File: src/hw/rtl/nfi_pkg.sv
`timescale 1ns / 1ps
// Shared types, widths and codes of the Newton forward-difference interpolator.
package nfi_pkg;

  localparam int MAX_POINTS = 8;
  localparam int IDX_W      = $clog2(MAX_POINTS);
  localparam int CNT_W      = IDX_W + 1;

  localparam int DATA_W     = 32;
  localparam int DEG_W      = 3;
  localparam int TOL_W      = 16;
  localparam int CFG_IDX_W  = 1;
  localparam int CFG_DATA_W = 16;

  // Forward differences grow by one bit per order.
  localparam int DIF_W      = DATA_W + MAX_POINTS;
  // Spacing check: x values, h and i*h.
  localparam int SP_W       = DATA_W + IDX_W + 5;
  localparam int RES_W      = 64;
  localparam int TMAG_W     = 62;
  localparam int ACC_W      = 96;
  // Divider: |a| <= 2^46 shifted left by 16, divided by k*h.
  localparam int DIVD_W     = 63;
  localparam int DIVS_W     = DATA_W + IDX_W;
  localparam int DIV_CNT_W  = $clog2(DIVD_W);

  typedef enum logic [1:0] {
    CMD_LOAD  = 2'd0,
    CMD_EVAL  = 2'd1,
    CMD_CLEAR = 2'd2
  } cmd_e;

  typedef enum logic [1:0] {
    ST_OK        = 2'd0,
    ST_NOT_READY = 2'd1,
    ST_UNEVEN    = 2'd2,
    ST_SAT       = 2'd3
  } status_e;

  localparam logic [CFG_IDX_W-1:0] CFG_DEGREE = 1'b0;
  localparam logic [CFG_IDX_W-1:0] CFG_TOL    = 1'b1;

  localparam logic [DATA_W-1:0] I32_MAX = 32'h7fff_ffff;
  localparam logic [DATA_W-1:0] I32_MIN = 32'h8000_0000;

  typedef enum logic [4:0] {
    S_IDLE,
    S_SORT_FIRST, S_SORT_CMP, S_SORT_WB,
    S_SP_X0, S_SP_X1, S_SP_ACC, S_SP_CHK, S_SP_END,
    S_DF_START, S_DF_FIRST, S_DF_STEP,
    S_CF_START, S_CF_LOAD, S_CF_CHK, S_CF_DIV, S_CF_WR,
    S_EV_C0, S_EV_CRD, S_EV_CI, S_EV_XRD, S_EV_B,
    S_EV_M0, S_EV_M1, S_EV_M2, S_EV_M3, S_EV_M4,
    S_EV_ADD, S_EV_DONE, S_RESULT
  } state_e;

  typedef struct packed {
    logic              start;
    logic [DIVD_W-1:0] dividend;
    logic [DIVS_W-1:0] divisor;
  } div_req_t;

  typedef struct packed {
    logic              done;
    logic [DIVD_W-1:0] quotient;
  } div_rsp_t;

endpackage

File: src/hw/rtl/nfi_div.sv
`timescale 1ns / 1ps
// Restoring unsigned divider, one quotient bit per cycle.
module nfi_div (
  input  logic               clk_i,
  input  logic               rst_ni,
  input  nfi_pkg::div_req_t  req_i,
  output nfi_pkg::div_rsp_t  rsp_o
);

  logic                            busy_q;
  logic                            done_q;
  logic [nfi_pkg::DIV_CNT_W-1:0]   cnt_q;
  logic [nfi_pkg::DIVS_W-1:0]      rem_q;
  logic [nfi_pkg::DIVD_W-1:0]      quo_q;
  logic [nfi_pkg::DIVS_W-1:0]      dvs_q;
  logic [nfi_pkg::DIVS_W:0]        rem_sh;
  logic [nfi_pkg::DIVS_W:0]        rem_sub;
  logic                            ge;

  assign rem_sh  = {rem_q, quo_q[nfi_pkg::DIVD_W-1]};
  assign ge      = rem_sh >= {1'b0, dvs_q};
  assign rem_sub = rem_sh - {1'b0, dvs_q};

  always_ff @(posedge clk_i or negedge rst_ni) begin
    if (!rst_ni) begin
      busy_q <= 1'b0;
      done_q <= 1'b0;
      cnt_q  <= '0;
    end else if (req_i.start) begin
      busy_q <= 1'b1;
      done_q <= 1'b0;
      cnt_q  <= '0;
    end else if (busy_q) begin
      cnt_q <= cnt_q + nfi_pkg::DIV_CNT_W'(1);
      if (cnt_q == nfi_pkg::DIV_CNT_W'(nfi_pkg::DIVD_W - 1)) begin
        busy_q <= 1'b0;
        done_q <= 1'b1;
      end
    end else begin
      done_q <= 1'b0;
    end
  end

  always_ff @(posedge clk_i) begin
    if (req_i.start) begin
      rem_q <= '0;
      quo_q <= req_i.dividend;
      dvs_q <= req_i.divisor;
    end else if (busy_q) begin
      rem_q <= ge ? rem_sub[nfi_pkg::DIVS_W-1:0] : rem_sh[nfi_pkg::DIVS_W-1:0];
      quo_q <= {quo_q[nfi_pkg::DIVD_W-2:0], ge};
    end
  end

  assign rsp_o.done     = done_q;
  assign rsp_o.quotient = quo_q;

endmodule

File: config.mk
export PLATFORM = sky130hd
export DESIGN_NAME = nfi_div
export DESIGN_NICKNAME = d
export VERILOG_FILES = /design/src/hw/rtl/nfi_pkg.sv /design/src/hw/rtl/nfi_div.sv
export SDC_FILE = /design/constraint.sdc
export NUM_CORES = 1
export LEC_CHECK = 0
export ABC_CLOCK_PERIOD_IN_PS = 5050
export BUFFER_PORTS_ARGS = -buffer_cell sky130_fd_sc_hd__buf_2
export CAP_MARGIN = 10
export CORE_MARGIN = 2
export CORE_UTILIZATION = 60
export CTS_CLUSTER_SIZE = 40
export DETAILED_ROUTE_END_ITERATION = 6
export PLACE_DENSITY = 0.87
export SYNTH_ARGS = -nofsm -noshare
export SYNTH_HDL_FRONTEND = slang
export SYNTH_SLANG_ARGS = --single-unit
File: constraint.sdc
create_clock -name clk_i -period 5.05 [get_ports clk_i]
set_input_delay 0.2525 -clock clk_i [delete_from_list [all_inputs] [get_ports clk_i]]
set_output_delay 0.2525 -clock clk_i [all_outputs]
set_load 0.02 [all_outputs]
[Word-level counts from Yosys, hierarchy flattened]
Index checks and enable logic that the tools add are counted.
W data, S select, Z words.
Storage, ports and cells
  bits in registers: 141
  word-level logic and storage cells: 23
Cells by class
  add/subtract/negate cells: 2
  $lt $le $gt $ge: 1
  eq/ne operators: 2
  mux-type cells: 11
  reductions and logical operators: 1
Operators with widths (number)
  $mux W63: 2
  $ge A36 B35 Y1: 1
  $mux W35: 1
  $sub A35 B35 Y35: 1
  $mux W6: 2
  $add A6 B1 Y6 const B: 1
  $eq A6 B6 Y1 const B: 1
  $mux W1: 6
  $ne A3 B2 Y1 const B: 1
  $reduce_bool A2 Y1: 1

[Longest topological paths before layout]
  depth in word-level cells: 4
  depth in mapped cells: 14
  mapped depth without buffers: 12

[Least setup slack after synthesis]
Ideal clock, no wire load.
  path kind: register to register
  start: register quo_q[62] (netlist bit)
  end: register rem_q[8] (netlist bit)
  library setup time: 128 ps
  data arrival time: 3067 ps
  path slack: 1856 ps
  cell stages (with the launch flop): 15
  path buffers: 2
  cells stage by stage: edfxtp_1 > inv_1 > ha_1 > fa_1 > and2b_1 > o2111ai_2 > a31o_1 > a21o_1 > a221oi_2 > o211a_1 > buf_6 > buf_8 > mux2_1 > mux2i_1 > nor2_1
On the way
  cells in the longest elaborated chain, start to end: 2
RTL lines
  from (decl): RTL line nfi_div.sv:14  | logic [nfi_pkg::DIVD_W-1:0] quo_q;
  from (signal assigned): RTL line nfi_div.sv:47  | quo_q <= req_i.dividend;
  from (signal assigned): RTL line nfi_div.sv:51  | quo_q <= {quo_q[nfi_pkg::DIVD_W-2:0], ge};
  $sub A35 B35 Y35 or $ge A36 B35 Y1 (tied branches): RTL line nfi_div.sv:22, nfi_div.sv:21
  $mux W35 (*): RTL line nfi_div.sv:50  | rem_q <= ge ? rem_sub[nfi_pkg::DIVS_W-1:0] : rem_sh[nfi_pkg::DIVS_W-1:0];
  to (signal assigned): RTL line nfi_div.sv:50
  to (decl): RTL line nfi_div.sv:13  | logic [nfi_pkg::DIVS_W-1:0] rem_q;
Mark *: on every way between the ends. The rest lies on a longest branch, timed or not.
A chain may end at the register's enable or synchronous reset.

[Worst setup path after layout]
  start: register quo_q[62] (netlist bit)
  end: register rem_q[19] (netlist bit)
The elaborated chain is that of the path after synthesis.

==> flow_summary.toml <==
[route]
wl_per_cell_um = 17.4
drc_violations_left = 0
ant_nets = 0
wirelength_mm = 18.9
via_per_inst = 5.76
first_iteration_detailed_routing_drc_count = 472
first_pass_iteration_count_of_the_detailed_router = 5
via_count = 6256

[power]
powerDensity_mw_per_mm2 = 313
vdd_drop_max_uv = 350
cellLeakagePower_uw = 0.00417

[sta]
timing.final.setup_violations = 0
fin_crit_sh_pct = 73.5
worstMarginPinSlew_ns = 0.773
rsz0062_at_grt = "no"
top_achievable_clock_speed_mhz = 269
period_minus_slack_ns = 3.71
maxSlewViolCount = 0
skew_ns = 0.0187
final-hold-violation-count = 0
slew_headroom_pct = 48.3
fin_tns_setup_ns = 0

[synthesis]
synth_edf_count = 98
synth_adder_area_share_pct = 6.17
count_of_distinct_cell_types_in_the_synthesized_netlist = 66
postSynth.topFlopCell = "edfxtp_1"
netlist_area_mm2 = 0.00783
synth_top_family_by_area = "compound AO/OA/AOI/OAI gates"
post_synth_inst_count = 720
synth-compound-area-share_pct = 14.0
synth-seq-area-share_pct = 49.1
synth.area.mux_share_pct = 12.3
syn_avg_cell_area_um2 = 10.9
synthesis.yosys.warnings = 0
proportion_of_register_bits_with_asynchronous_set_or_reset_after_synthesis_pct = 5.67
postSynthNetCount = 859
synth_xor_xnor_area_share_pct = 3.24
synth-seq-cells = 141
synth_simple_gate_area_share_pct = 9.97

[global_route]
gr-usage-met1_pct = 32.3
met3_grt_util_pct = 8.93
grt_pass1_vias = 6272
peak_usage_layer_in_the_global_routing_report = "met2"
grt_use_total_pct = 27.4
global_route.usage.met2_pct = 47.3
grt_antenna_before_repair = 0
grt_pass1_wl_mm = 30.3
grt_max_degree = 67
globalRoute.totalOverflow = 0

[flow_run]
timing.max_cap.violations = 0

[placement]
placement.cell_area_mm2 = 0.00871
gp_congestion = 0.898
detailedPlacementHpwl_mm = 13.0
placedCellCount = 1026
port_buffers = 164

[worst_setup_path]
cp_slowest_stage_delay_ns = 0.51
setup.worst_path.start_class = "flop"
cp.arrival_ns = 4.00
worst_path_dominant_cell_family = "compound AO/OA/AOI/OAI gates"
critical_path.slowest_cell = "o211a_2"
critPathBufInv = 2
chain_of_cells_forming_the_critical_path = "inv_1, ha_1, fa_1, and2b_1, o2111ai_2, a31o_1, a21o_1, a221oi_2, o211a_2, buf_4, o21ai_0, a31oi_1, nor3_1"
crit_fanout = 20
path_class = "flop to flop"
end_kind = "flop"
crit_required_ns = 5.34

[cells_and_area]
layout.cells.most_common = "buf_2"
num_antenna_cells = 0
layout.cells.most_common_list = "buf_2, edfxtp_1, mux2_2, nor2_1, inv_1"
layout_cells_sized_above_1_pct = 29.8
area_growth_pct = 22.2
final_nets = 1041
final-instance-count-excl-fill = 1087
finish.utilization_pct = 75.5
post_route_cell_area_mm2 = 0.00957

[clock_network]
cts_max_path_bufs = 2
ctsRootBufferMaster = "clkbuf_16"
tritoncts = "done"
clock_slew_at_reported_path_ffs_ns = 0.06
tritoncts_num_sinks = 141
worst_skew_pair.late_latency_ns = 0.43
cts-buffers-inserted = 17
cts-htree-levels = 4

[floorplanning]
placementRows = 41
die-area_mm2 = 0.0140
dieHeight_um = 118
core_area_mm2 = 0.0127
initial_utilization_pct = 61.8
die_w_um = 118
top_level_ports = 165

[outcome]
status = "complete, no violations"

[worst_hold_path]
min-delay-path-class = "input pin to flop"
## sequential cells by signal (all words and copies together), names as in the netlist
register  flops
quo_q        63
cnt_q         6
done_q        1
rem_q        35
busy_q        1
dvs_q        35
## layer usage
| layer | wire [µm] | vias to the layer above |
|---|---|---|
| li1 | - | 3013 |
| met1 | 7590 | 2959 |
| met2 | 9490 | 256 |
| met3 | 1480 | 28 |
| met4 | 363 | 0 |
| met5 | 0 | - |
## worst reg2reg max path: stages, from the launching register on
cell and delay [ns]:
edfxtp_1 0.34, inv_1 0.06, ha_1 0.24, fa_1 0.42, and2b_1 0.24, o2111ai_2 0.13
a31o_1 0.26, a21o_1 0.23, a221oi_2 0.27, o211a_2 0.51, buf_4 0.39, o21ai_0 0.16
a31oi_1 0.25, nor3_1 0.08
## cells in the mapped netlist, types with 3 or more instances
| cell | instances | area, µm² |
|---|---|---|
| edfxtp_1 | 98 | 2940 |
| mux2_2 | 63 | 709 |
| nor2_1 | 62 | 233 |
| inv_1 | 54 | 203 |
| nand2_1 | 48 | 180 |
| a21oi_1 | 40 | 200 |
| ha_1 | 37 | 463 |
| dfxtp_1 | 35 | 701 |
| o21ai_0 | 27 | 135 |
| mux2i_1 | 24 | 240 |
| a211oi_1 | 23 | 173 |
| clkbuf_1 | 21 | 78.8 |
| xor2_1 | 16 | 140 |
| nand3_1 | 14 | 70.1 |
| xnor2_1 | 13 | 114 |
| a21o_1 | 12 | 90.1 |
| nand4_1 | 11 | 68.8 |
| nor3_1 | 10 | 50.1 |
| dfrtp_1 | 8 | 200 |
| a31oi_1 | 7 | 43.8 |
| o211ai_1 | 7 | 52.6 |
| o21a_1 | 7 | 52.6 |
| o21bai_1 | 6 | 45.0 |
| o31ai_1 | 6 | 45.0 |
| nor2b_1 | 5 | 31.3 |
| or3_1 | 5 | 31.3 |
| buf_2 | 4 | 20.0 |
| nor4_1 | 4 | 25.0 |
| buf_6 | 3 | 33.8 |
| o31a_1 | 3 | 26.3 |
## metrics by stage
stage / power (µW) / setup slack, ns / hold slack (ns)
2_1_floorplan: 1630 / 1.86 / -0.0431
3_3_place_gp: 1760 / 1.51 / 0.100
3_5_place_dp: 1770 / 1.38 / 0.101
4_1_cts: 3000 / 1.35 / 0.000478
5_1_grt: 3100 / 1.12 / 0.00163
6_report: 3000 / 1.34 / 0.00270
## worst paths after layout
check	start	end	slack [ns]	cells past startpoint
worst max-delay path	quo_q[62]	rem_q[19]	1.34	13
worst min-delay path	req_i[33]	dvs_q[33]	0.003	1
worst max register to register	quo_q[62]	rem_q[19]	1.34	13
worst min register to register	rem_q[12]	rem_q[12]	0.49	2
max in group asynchronous	rst_ni	busy_q	4.63	2
min in group asynchronous	rst_ni	done_q	0.24	2
## area by class of cell
class	count	area (µm²)
Clock buffer	19	433
Clock inverter	13	139
Fill cell	865	3100
Inverter	54	203
Multi-Input combinational cell	489	3570
Sequential cell	141	3840
Tap cell	172	215
Timing Repair Buffer	199	1160
## cells by family (layout without fill, tap and decap cells)
family	Yosys count	in the layout
and+or+nand+nor	172	172
AOI/OAI and AO/OA	162	162
DFF	141	141
buffers and inverters	90	285
muxes	88	88
adders and majority gates	38	38
xor gates and xnor gates	29	29
## where the power goes
part           internal (µW)  switching [µW]  total, µW  leakage [µW]
combinational            178             235        413       0.00249
clock                    728             488       1220      0.000278
sequential              1330            40.1       1370       0.00140
## timing repair
action                    in CTS  in global routing
setup buffers                  0                  0
resized for setup              0                  0
hold endpoints to repair      30                  6
hold buffers                  23                  6
(Power assumes the default switching activity.)
